--- src/rtl/ibd_pkg.sv ---
// ---------------------------------------------------------------------------
// ibd_pkg
// Shared types, constants and row-scan functions of the isolated block
// detector.
// ---------------------------------------------------------------------------
package ibd_pkg;

    // widest board supported, in columns
    localparam int MAX_WIDTH = 64;
    // bits needed to hold a column count up to MAX_WIDTH
    localparam int CNT_W     = $clog2(MAX_WIDTH + 1);
    // configured width after reset
    localparam logic [CNT_W-1:0] WIDTH_RST = CNT_W'(MAX_WIDTH);
    // output beat width, block_found padded to a whole byte
    localparam int OUT_W     = 8;

    typedef logic [MAX_WIDTH-1:0] row_t;

    // one row beat held in the input register
    typedef struct packed {
        row_t row;
        logic last;
    } row_beat_t;

    // handshake between the scan core and the result register
    typedef struct packed {
        logic push;   // core hands over a result this cycle
        logic found;  // block_found of that result
    } res_ctl_t;

    // bit x set where column x lies inside the configured width
    function automatic row_t width_mask(input logic [CNT_W-1:0] w);
        row_t m;
        m = '0;
        for (int i = 0; i < MAX_WIDTH; i++)
        begin
            m[i] = (w > CNT_W'(i));
        end
        return m;
    endfunction

    // bit x set if columns x and x+1 are both alive
    function automatic row_t pair_live(input row_t v);
        return v & (v >> 1);
    endfunction

    // bit x set if any of columns x-1 .. x+2 is alive
    function automatic row_t span_live(input row_t v);
        return v | (v << 1) | (v >> 1) | (v >> 2);
    endfunction

    // bit x set if column x-1 or column x+2 is alive
    function automatic row_t side_live(input row_t v);
        return (v << 1) | (v >> 2);
    endfunction

    // live 2x2 square on rows top/bottom with a dead ring of twelve cells
    function automatic logic isolated_square(input row_t above, input row_t top,
                                             input row_t bottom, input row_t below);
        row_t hit;
        hit = pair_live(top) & pair_live(bottom);
        hit = hit & ~span_live(above) & ~span_live(below);
        hit = hit & ~side_live(top) & ~side_live(bottom);
        return |hit;
    endfunction

endpackage

--- src/rtl/ibd_in_stage.sv ---
// ---------------------------------------------------------------------------
// ibd_in_stage
// Input register: takes one row beat, masks it to the board width and holds
// it until the scan core consumes it.
// ---------------------------------------------------------------------------
module ibd_in_stage
(
    input  logic                     clk,
    input  logic                     rst_n,
    input  logic                     s_tvalid,
    output logic                     s_tready,
    input  ibd_pkg::row_t            s_tdata,
    input  logic                     s_tlast,
    input  logic [ibd_pkg::CNT_W-1:0] board_width,
    input  logic                     pop,
    output logic                     beat_valid,
    output ibd_pkg::row_beat_t       beat
);

    logic               valid_reg;
    logic               valid_next;
    ibd_pkg::row_beat_t beat_reg;
    logic               take;

    // free when empty or emptied this cycle
    assign s_tready = !valid_reg || pop;
    assign take     = s_tvalid && s_tready;

    // occupancy
    always_comb
    begin
        valid_next = valid_reg;
        if (take)
        begin
            valid_next = 1'b1;
        end
        else if (pop)
        begin
            valid_next = 1'b0;
        end
    end

    always_ff @(posedge clk or negedge rst_n)
    begin
        if (!rst_n)
        begin
            valid_reg <= 1'b0;
        end
        else
        begin
            valid_reg <= valid_next;
        end
    end

    // payload, masked on entry
    always_ff @(posedge clk)
    begin
        if (take)
        begin
            beat_reg.row  <= s_tdata & ibd_pkg::width_mask(board_width);
            beat_reg.last <= s_tlast;
        end
    end

    assign beat_valid = valid_reg;
    assign beat       = beat_reg;

endmodule

--- src/rtl/ibd_core.sv ---
// ---------------------------------------------------------------------------
// ibd_core
// Scan core: keeps the three previous rows and the found flag, checks every
// column of the current row at once and hands a result over on the last row.
// ---------------------------------------------------------------------------
module ibd_core
(
    input  logic               clk,
    input  logic               rst_n,
    input  logic               beat_valid,
    input  ibd_pkg::row_beat_t beat,
    input  logic               res_free,
    output logic               pop,
    output ibd_pkg::res_ctl_t  res
);

    ibd_pkg::row_t h0_reg, h1_reg, h2_reg;
    ibd_pkg::row_t h0_next, h1_next, h2_next;
    logic          found_reg;
    logic          found_next;
    logic          hit_mid;
    logic          hit_bottom;
    logic          found_all;

    // a last row waits while the result register is full and not draining
    assign pop = beat_valid && (!beat.last || res_free);

    // square ending at the previous row, and square on the last row itself
    assign hit_mid    = ibd_pkg::isolated_square(h2_reg, h1_reg, h0_reg, beat.row);
    assign hit_bottom = beat.last &&
                        ibd_pkg::isolated_square(h1_reg, h0_reg, beat.row, '0);
    assign found_all  = found_reg || hit_mid || hit_bottom;

    // history update, cleared after each board
    always_comb
    begin
        h0_next    = h0_reg;
        h1_next    = h1_reg;
        h2_next    = h2_reg;
        found_next = found_reg;
        if (pop)
        begin
            if (beat.last)
            begin
                h0_next    = '0;
                h1_next    = '0;
                h2_next    = '0;
                found_next = 1'b0;
            end
            else
            begin
                h0_next    = beat.row;
                h1_next    = h0_reg;
                h2_next    = h1_reg;
                found_next = found_all;
            end
        end
    end

    always_ff @(posedge clk or negedge rst_n)
    begin
        if (!rst_n)
        begin
            h0_reg    <= '0;
            h1_reg    <= '0;
            h2_reg    <= '0;
            found_reg <= 1'b0;
        end
        else
        begin
            h0_reg    <= h0_next;
            h1_reg    <= h1_next;
            h2_reg    <= h2_next;
            found_reg <= found_next;
        end
    end

    assign res.push  = pop && beat.last;
    assign res.found = found_all;

endmodule

--- src/rtl/ibd_out_stage.sv ---
// ---------------------------------------------------------------------------
// ibd_out_stage
// Result register: holds one block_found beat until the sink takes it.
// ---------------------------------------------------------------------------
module ibd_out_stage
(
    input  logic                     clk,
    input  logic                     rst_n,
    input  ibd_pkg::res_ctl_t        res,
    output logic                     res_free,
    output logic                     m_tvalid,
    input  logic                     m_tready,
    output logic [ibd_pkg::OUT_W-1:0] m_tdata
);

    logic valid_reg;
    logic valid_next;
    logic found_reg;

    // free when empty or drained this cycle
    assign res_free = !valid_reg || m_tready;

    always_comb
    begin
        valid_next = valid_reg;
        if (res.push)
        begin
            valid_next = 1'b1;
        end
        else if (m_tready)
        begin
            valid_next = 1'b0;
        end
    end

    always_ff @(posedge clk or negedge rst_n)
    begin
        if (!rst_n)
        begin
            valid_reg <= 1'b0;
        end
        else
        begin
            valid_reg <= valid_next;
        end
    end

    always_ff @(posedge clk)
    begin
        if (res.push)
        begin
            found_reg <= res.found;
        end
    end

    assign m_tvalid = valid_reg;
    assign m_tdata  = {{(ibd_pkg::OUT_W-1){1'b0}}, found_reg};

endmodule

--- src/rtl/isolated_block_detector_unit.sv ---
// ---------------------------------------------------------------------------
// isolated_block_detector_unit
// Finds an isolated 2x2 block of live cells on a binary board fed row by row.
// ---------------------------------------------------------------------------
// Rows arrive top first, one beat each, masked to board_width columns; the
// beat with tlast set closes the board and makes exactly one result beat whose
// bit 0 tells whether any 2x2 live square with all twelve surrounding cells
// dead was seen (cells off the board count as dead). A row beat is taken every
// cycle while no last row waits: each row passes the input register, the
// parallel column logic against the three stored rows, and on the last row
// the result register. Only a last row can wait, and only while the previous
// result is held in the result register and not taken. After the last row
// the stored rows and the found flag are cleared for the next board.
// board_width is to be written by the user only while no board is in flight;
// the block does not enforce this, and board_width resets to 64.
module isolated_block_detector_unit
(
    input  logic                      clk,
    input  logic                      rst_n,
    // row beats
    input  logic                      s_tvalid,
    output logic                      s_tready,
    input  logic [ibd_pkg::MAX_WIDTH-1:0] s_tdata,  // [63:0] row_cells
    input  logic                      s_tlast,      // last_row
    // result beats
    output logic                      m_tvalid,
    input  logic                      m_tready,
    output logic [ibd_pkg::OUT_W-1:0] m_tdata,      // [0] block_found, [7:1] zero
    // configuration
    input  logic                      cfg_wr_en,
    input  logic [ibd_pkg::CNT_W-1:0] cfg_wr_data   // board_width
);

    logic [ibd_pkg::CNT_W-1:0] width_reg;
    logic                      beat_valid;
    ibd_pkg::row_beat_t        beat;
    logic                      pop;
    logic                      res_free;
    ibd_pkg::res_ctl_t         res;

    // board width register
    always_ff @(posedge clk or negedge rst_n)
    begin
        if (!rst_n)
        begin
            width_reg <= ibd_pkg::WIDTH_RST;
        end
        else if (cfg_wr_en)
        begin
            width_reg <= cfg_wr_data;
        end
    end

    ibd_in_stage u_in
    (
        .clk         (clk),
        .rst_n       (rst_n),
        .s_tvalid    (s_tvalid),
        .s_tready    (s_tready),
        .s_tdata     (s_tdata),
        .s_tlast     (s_tlast),
        .board_width (width_reg),
        .pop         (pop),
        .beat_valid  (beat_valid),
        .beat        (beat)
    );

    ibd_core u_core
    (
        .clk        (clk),
        .rst_n      (rst_n),
        .beat_valid (beat_valid),
        .beat       (beat),
        .res_free   (res_free),
        .pop        (pop),
        .res        (res)
    );

    ibd_out_stage u_out
    (
        .clk      (clk),
        .rst_n    (rst_n),
        .res      (res),
        .res_free (res_free),
        .m_tvalid (m_tvalid),
        .m_tready (m_tready),
        .m_tdata  (m_tdata)
    );

endmodule

--- config.mk ---
export PLATFORM = sky130hd
export DESIGN_NAME = isolated_block_detector_unit
export DESIGN_NICKNAME = d
export VERILOG_FILES = /design/src/rtl/ibd_pkg.sv /design/src/rtl/ibd_in_stage.sv /design/src/rtl/ibd_core.sv /design/src/rtl/ibd_out_stage.sv /design/src/rtl/isolated_block_detector_unit.sv
export SDC_FILE = /design/constraint.sdc
export NUM_CORES = 1
export LEC_CHECK = 0
export ABC_AREA = 0
export BUFFER_PORTS_ARGS = -buffer_cell sky130_fd_sc_hd__clkbuf_2
export CAP_MARGIN = 15
export CORE_ASPECT_RATIO = 0.75
export CORE_UTILIZATION = 45
export DETAILED_ROUTE_END_ITERATION = 10
export MAX_ROUTING_LAYER = met4
export PLACE_DENSITY = 0.76
export SKIP_LAST_GASP = 1
export SYNTH_ARGS = -nofsm -noshare
export SYNTH_HDL_FRONTEND = slang
export SYNTH_SLANG_ARGS = --single-unit
--- constraint.sdc ---
create_clock -name clk -period 2.7 [get_ports clk]
set_clock_uncertainty 0.05 [all_clocks]
set_input_delay 0.27 -clock clk [delete_from_list [all_inputs] [get_ports clk]]
set_output_delay 0.27 -clock clk [all_outputs]
set_load 0.02 [all_outputs]
==> results of run 1 <==
## synthesized netlist by cell type, types with 6 or more instances
master	n	area, um2
dfrtp_1	201	5030
a22o_1	190	1660
nand4_1	72	450
nor2_1	69	259
edfxtp_1	66	1980
clkbuf_1	61	229
nand2_1	45	169
nor3_1	43	215
nor3b_1	37	278
nor2b_1	35	219
nor4b_1	34	298
nand3_1	33	165
a21oi_1	32	160
and3b_1	27	236
nor4_1	25	156
o21ai_0	25	125
nor4bb_1	24	240
a21boi_0	22	165
and2_1	16	100
nand4b_1	15	131
o21a_1	13	97.6
inv_1	11	41.3
nand3b_1	11	82.6
a31oi_1	8	50.1
buf_4	8	60.1
nand2b_1	8	50.1
o2111ai_1	6	52.6
## layout make-up
type                       count  area (um2)
clock buffer                  40         808
clock inverter                10         131
fill                        2532       13300
inverter                      12        45.0
multi-input combinational    873        6060
sequential                   268        7040
tap                          392         490
timing repair buffer         168        1320
## kinds of logic after synthesis
kind of cell | count (synthesis) | synth area share (%)
AO/OA/AOI/OAI | 337 | 19.7
buffers and inverters | 86 | 2.67
flip-flops | 268 | 52.5
multiplexers | 5 | 0.410
other | 1 | 0.0279
AND/OR/NAND/NOR | 524 | 24.7
## critical path: stages, from the launching register on
cell and delay (ps):
dfrtp_1 440, and3b_1 220, nand4_1 90, a21oi_1 100, nor4_1 630, buf_4 220
nand4_1 80, nor4_1 390, nand2_1 80
## path summary, 6_finish.rpt
kind | start | endpoint | cells after the start
worst max-delay path | u_core.h0_reg[36] | u_out.found_reg | 8
worst min-delay path | s_tdata[57] | u_in.beat[58] | 2
worst max register to register | u_core.h0_reg[36] | u_out.found_reg | 8
worst min register to register | u_core.h2_reg[62] | u_core.h2_reg[62] | 1
max in group asynchronous | rst_n | u_core.h0_reg[38] | 3
min in group asynchronous | rst_n | u_core.h1_reg[22] | 2
## stage by stage
| step | hold WS [ps] | instances | util (%) |
|---|---|---|---|
| after global placement | 240 | 1658 | 49.4 |
| after global routing | 8.48 | 1763 | 54.5 |
| after floorplan | -75.6 | 1227 | - |
| final | 8.98 | 1763 | 54.5 |
| after detailed placement | 241 | 1658 | 49.4 |
| after CTS | 0.524 | 1762 | 54.4 |
## layer usage
metal | vias to the layer above | routed length, um
met4 | 0 | 1370
li1 | 5108 | -
met2 | 686 | 18000
met1 | 5774 | 17900
met5 | - | 0
met3 | 108 | 5140
## repair_timing
item,CTS,global route
hold buffers,54,1
endpoints found under the setup margin,0,0
hold endpoints to repair,106,1
## power groups by stage
stage	clock (mW)	combinational [mW]	sequential [mW]
after detailed placement	0	1.33	5.15
after global placement	0	1.31	5.14
after global routing	4.21	1.54	5.17
final	3.98	1.43	5.12
after CTS	4.03	1.40	5.09
after floorplan	0	0.946	4.93
==> metrics.cfg, run 1 <==
[run_status]
status=finished, final reports clean

[die]
core_um2=29200
chipHeight_um=152
total_die_area_um2=30500
io_pins=87
die_width_um=201
rows=54
starting_density_of_the_core_pct=46.0

[layout]
diodes=0
mostFrequentLayoutCell=dfrtp_1
net_count_final=1427
finalInstanceArea_um2=15900
area_growth_syn_to_layout_pct=18.5
final_cell_mix=201 x dfrtp_1, 190 x a22o_1, 78 x clkbuf_2
largest_register_ffs=65
post_route_cells_drive_above_1_share_pct=12.8

[sta]
slew_viol_final=0
fmaxAchievable_mhz=390
final_critical_path_setup_slack_ps=135
final_hold_viol_count=0
setup_tns_ps=0
timing.max_slew.rel_slack_pct=41.1
rsz0062_at_grt=no
worst_pin_slew_ps=882
timing.final.crit_period_ps=2560
layout_worst_path_cycle_share_pct=95.0
setup_viol=0

[synthesis]
synth.yosys.seq_area_share_pct=52.5
synth_area_per_cell_um2=11.0
synth_cells=1221
synth-main-ff-cell=dfrtp_1
number_of_enable_type_register_cells_in_the_synthesized_netlist=66
synth_cell_type_count=67
post_synth_instance_area_um2=13400
synthArstFlopShare_pct=75.4
number_of_register_bits_inferred_by_synthesis=268
yosys_warnings=0

[setup_path]
critical_path.max_fanout=6
setup.reg_to_reg.worst_slack_ps=140
crit_path_end_kind=flop
timing.setup.critical_path_class=reg2reg
worst_setup_path_start_kind=flop
cp.required_ps=2950
timing.critical_path.arrival_ps=2820

[place]
final_weighted_congestion_of_routability_driven_global_placement=1.02
placed_inst_area_um2=14400
dpl_ws_ps=264
detailedPlacementHpwl_um=29800
io_buffer_count=79

[pwr]
irDropWorstVdd_mv=0.492
cellPowerDensity_nw_per_um2=662
switchingPower_mw=2.97
cellInternalPower_mw=7.56
p_sw_share_pct=28.2
power.share.sequential_pct=48.6
comb_power_share_pct=13.6
fin_total_pwr_mw=10.5
power_frac_clock_pct=37.8
leakage_component_of_the_power_nw=6.56

[cts]
cts_made_buffers=27
clock_tree_from_tritoncts=built
cts_htree_levels=1
post-cts-setup-buffers=0
clk_path_buf_depth=3
clockRootBuffer=clkbuf_16
insertion_delay_ps=580
cts.repair.resized=0
cts_sinks=268
clk_pin_slew_worst_paths_ps=60

[hold_path]
min_path_type=in2reg

[drt]
via_per_inst=6.62
drt_first_pass_iters=6
dr_total_vias=11700
drt-initial-drc-count=1489
drt_drc_violations_left=0
drt-wirelength-per-cell_um=24.1
antenna_viol_nets_final=0
sum_of_routed_wire_length_over_all_layers_um=42400

[grt]
gr-usage-all-layers_pct=28.9
wire_length_of_the_first_global_routing_pass_um=66000
grt_pass1_vias=11000
antenna_found_initial=0
grt.overflow.total=0
globalRoute.busiestLayer=met2
grt_use_met3_pct=9.09
global_route.usage.met2_pct=40.6
global_route.usage.met1_pct=39.8
largest_net_degree_at_the_start_of_global_routing=81

[run]
maxCapViolCount=0

No activity file was read; power rests on OpenSTA's default activity.
==> inputs of run 2 (changes only) <==
--- a/config.mk
+++ b/config.mk
@@ -6,13 +6,14 @@
 export NUM_CORES = 1
 export LEC_CHECK = 0
 export ABC_AREA = 0
-export BUFFER_PORTS_ARGS = -buffer_cell sky130_fd_sc_hd__clkbuf_2
 export CAP_MARGIN = 15
 export CORE_ASPECT_RATIO = 0.75
+export CORE_MARGIN = 2
 export CORE_UTILIZATION = 45
 export DETAILED_ROUTE_END_ITERATION = 10
+export DONT_BUFFER_PORTS = 1
 export MAX_ROUTING_LAYER = met4
-export PLACE_DENSITY = 0.76
+export PLACE_DENSITY = 0.73
 export SKIP_LAST_GASP = 1
 export SYNTH_ARGS = -nofsm -noshare
 export SYNTH_HDL_FRONTEND = slang
==> run 2 against run 1 <==
The flow now finishes with violations (negative hold slack). Cell area down 1.9%. Clock power up 3%. Non-clock buffer count down 71. Flip-flop and latch count unchanged. Global-route usage down 0.53 points. Highest routed layer unchanged. Via count down 1.3%. Combinational power down 6%. Setup slack worse by 45 ps. Largest cell class unchanged. First-iteration DRC count up 0.13%. Total power up 0.28%. Core utilization down 1.0 points. Fmax down 1.7%.
==> metrics.cfg, run 2 (synthesis results as in run 1) <==
[cts]
clk_path_buf_depth=3  ; unchanged
insertion_delay_ps=560  ; -20 ps
cts_sinks=268  ; unchanged
cts_htree_levels=1  ; unchanged
cts.repair.resized=0  ; unchanged
clock_tree_from_tritoncts=built
post-cts-setup-buffers=0  ; unchanged
clk_pin_slew_worst_paths_ps=70  ; about the same
cts_hold_repair.buffers=75  ; +39%
clockRootBuffer=clkbuf_16
cts_made_buffers=27  ; unchanged

[place]
final_weighted_congestion_of_routability_driven_global_placement=1.00  ; -1.9%
detailedPlacementHpwl_um=29700  ; -0.18%
dpl_ws_ps=198  ; -65.5 ps
io_buffer_count=0  ; -100%

[drt]
routedLengthMet1_um=18700  ; +4.2%
drt_first_pass_iters=7  ; +1
highest_layer=met4
via_per_inst=6.81  ; +2.8%
met3_wirelength_um=5240  ; +1.9%
antenna_viol_nets_final=0  ; unchanged
sum_of_routed_wire_length_over_all_layers_um=43000  ; +1.3%
dr_total_vias=11500  ; -1.3%
wl_met2_um=17700  ; -1.5%
drt-initial-drc-count=1491  ; +0.13%
drt_drc_violations_left=0  ; unchanged
drt-wirelength-per-cell_um=25.4  ; +5.5%

[setup_path]
cp.required_ps=2940  ; about the same
critPathLaunch=u_core.h0_reg[48]
crit-reg2reg-launch=u_core.h0_reg[48]
timing.setup.critical_path_class=reg2reg
crit_path_end_kind=flop
worst_setup_path_start_kind=flop
critical_path.max_fanout=7  ; +1
timing.critical_path.arrival_ps=2850  ; +30 ps

[pwr]
p_sw_share_pct=27.5  ; -0.71 points
irDropWorstVdd_mv=0.456  ; -7.5%
cellPowerDensity_nw_per_um2=677  ; +2.2%
power_frac_clock_pct=38.9  ; +1.1 points
comb_power_share_pct=12.6  ; -1.0 points
fin_total_pwr_mw=10.6  ; +0.28%
leakage_component_of_the_power_nw=6.25  ; -4.8%
power.share.sequential_pct=48.5  ; about the same
cellInternalPower_mw=7.65  ; +1.3%
switchingPower_mw=2.91  ; -2.2%

[sta]
slew_viol_final=0  ; unchanged
setup_tns_ps=0  ; unchanged
hold_ws_ps=-640  ; -649 ps
fmaxAchievable_mhz=383  ; -1.7%
worst_pin_slew_ps=1090  ; +209 ps
final_critical_path_setup_slack_ps=90.6  ; -44.8 ps
final_hold_viol_count=202  ; +202
timing.max_slew.rel_slack_pct=26.7  ; -14 points
rsz0062_at_grt=no
setup_viol=0  ; unchanged
timing.final.crit_period_ps=2610  ; +44.8 ps
layout_worst_path_cycle_share_pct=96.6  ; +1.7 points

[die]
total_die_area_um2=31200  ; +2.3%
rows=54  ; unchanged
die_width_um=203  ; +0.99%
chipHeight_um=154  ; +1.3%
core_um2=29200  ; unchanged
io_pins=87  ; unchanged
starting_density_of_the_core_pct=46.0  ; unchanged

[layout]
fillerInstances=2504  ; -1.1%
largest_register_ffs=65  ; unchanged
post_route_cells_drive_above_1_share_pct=6.55  ; -6.3 points
final_cell_mix=201 x dfrtp_1, 190 x a22o_1, 75 x dlygate4sd3_1
net_count_final=1356  ; -5.0%
mostFrequentLayoutCell=dfrtp_1
area_growth_syn_to_layout_pct=16.2

[grt]
grt.overflow.total=0  ; unchanged
antenna_found_initial=3  ; +3
wire_length_of_the_first_global_routing_pass_um=66400  ; +0.72%
grt_pass1_vias=10900  ; -1.1%
gr-usage-all-layers_pct=28.4  ; -0.53 points
largest_net_degree_at_the_start_of_global_routing=203  ; +150%

[hold_path]
min_path_type=in2async

[run_status]
status=finished with violations
violations=negative hold slack

[run]
maxCapViolCount=0  ; unchanged

## run 2: cell types whose count changed in the layout (fill, tap and decap cells not counted), moves of 3 or more
cell,before,now
clkbuf_16,30,27
bufinv_16,3,6
clkbuf_2,78,0
buf_12,9,6
buf_4,25,16
diode_2,0,3
dlygate4sd3_1,55,75
clkinv_2,5,2
## run 2: layer usage
layer,vias to the layer above,global-route usage [%]
li1,4977,-
met1,5736,41.2
met2,712,37.5
met3,99,9.37
met4,0,8.27
met5,-,-
## run 2: final cells by class
class,instances,area (um2),area share (%)
Clock buffer,37,743,4.76
Inverter,12,45.0,0.289
Sequential cell,268,7040,45.1
Timing Repair Buffer,97,991,6.35
Tap cell,392,490,3.14
Clock inverter,11,214,1.37
Antenna cell,3,7.51,0.0481
Multi-Input combinational cell,873,6070,38.9
## run 2: power by group through the flow
stage / Clock, mW / Sequential [mW] / Combinational, mW
detailed placement: 0 / 5.15 / 1.19
global route: 4.32 / 5.17 / 1.43
CTS: 4.16 / 5.08 / 1.30
floorplan: 0 / 4.93 / 0.946
finish: 4.11 / 5.12 / 1.34
global placement: 0 / 5.14 / 1.17
## run 2: final timing paths
check                           cells past startpoint                end  slack (ps)
worst max-delay path                                7    u_out.found_reg          90
worst min-delay path                                0  u_core.h1_reg[29]        -640
worst max register to register                      7    u_out.found_reg          90
worst min register to register                      1  u_core.h2_reg[63]         480
max in group asynchronous                           0  u_core.h0_reg[52]        2940
min in group clk                                    2    u_in.beat_valid          50
## run 2: worst max-delay path, cell delays in order (launching register included)
cell and delay (ps):
dfrtp_1 460, and3b_1 220, nand4_1 90, a21oi_1 100, nor4_1 650, nand4_1 250, nor4_1 430, nand2_1 90
## run 2: per-stage QoR
stage / cells / utilization (%) / hold WS (ps) / instance area (um2)
2_1_floorplan: 1227 / - / -75.6 / 13400
3_3_place_gp: 1567 / 47.6 / -65.6 / 13900
3_5_place_dp: 1567 / 47.6 / -64.7 / 13900
4_1_cts: 1690 / 53.4 / -648 / 15600
5_1_grt: 1693 / 53.4 / -653 / 15600
6_report: 1693 / 53.4 / -640 / 15600
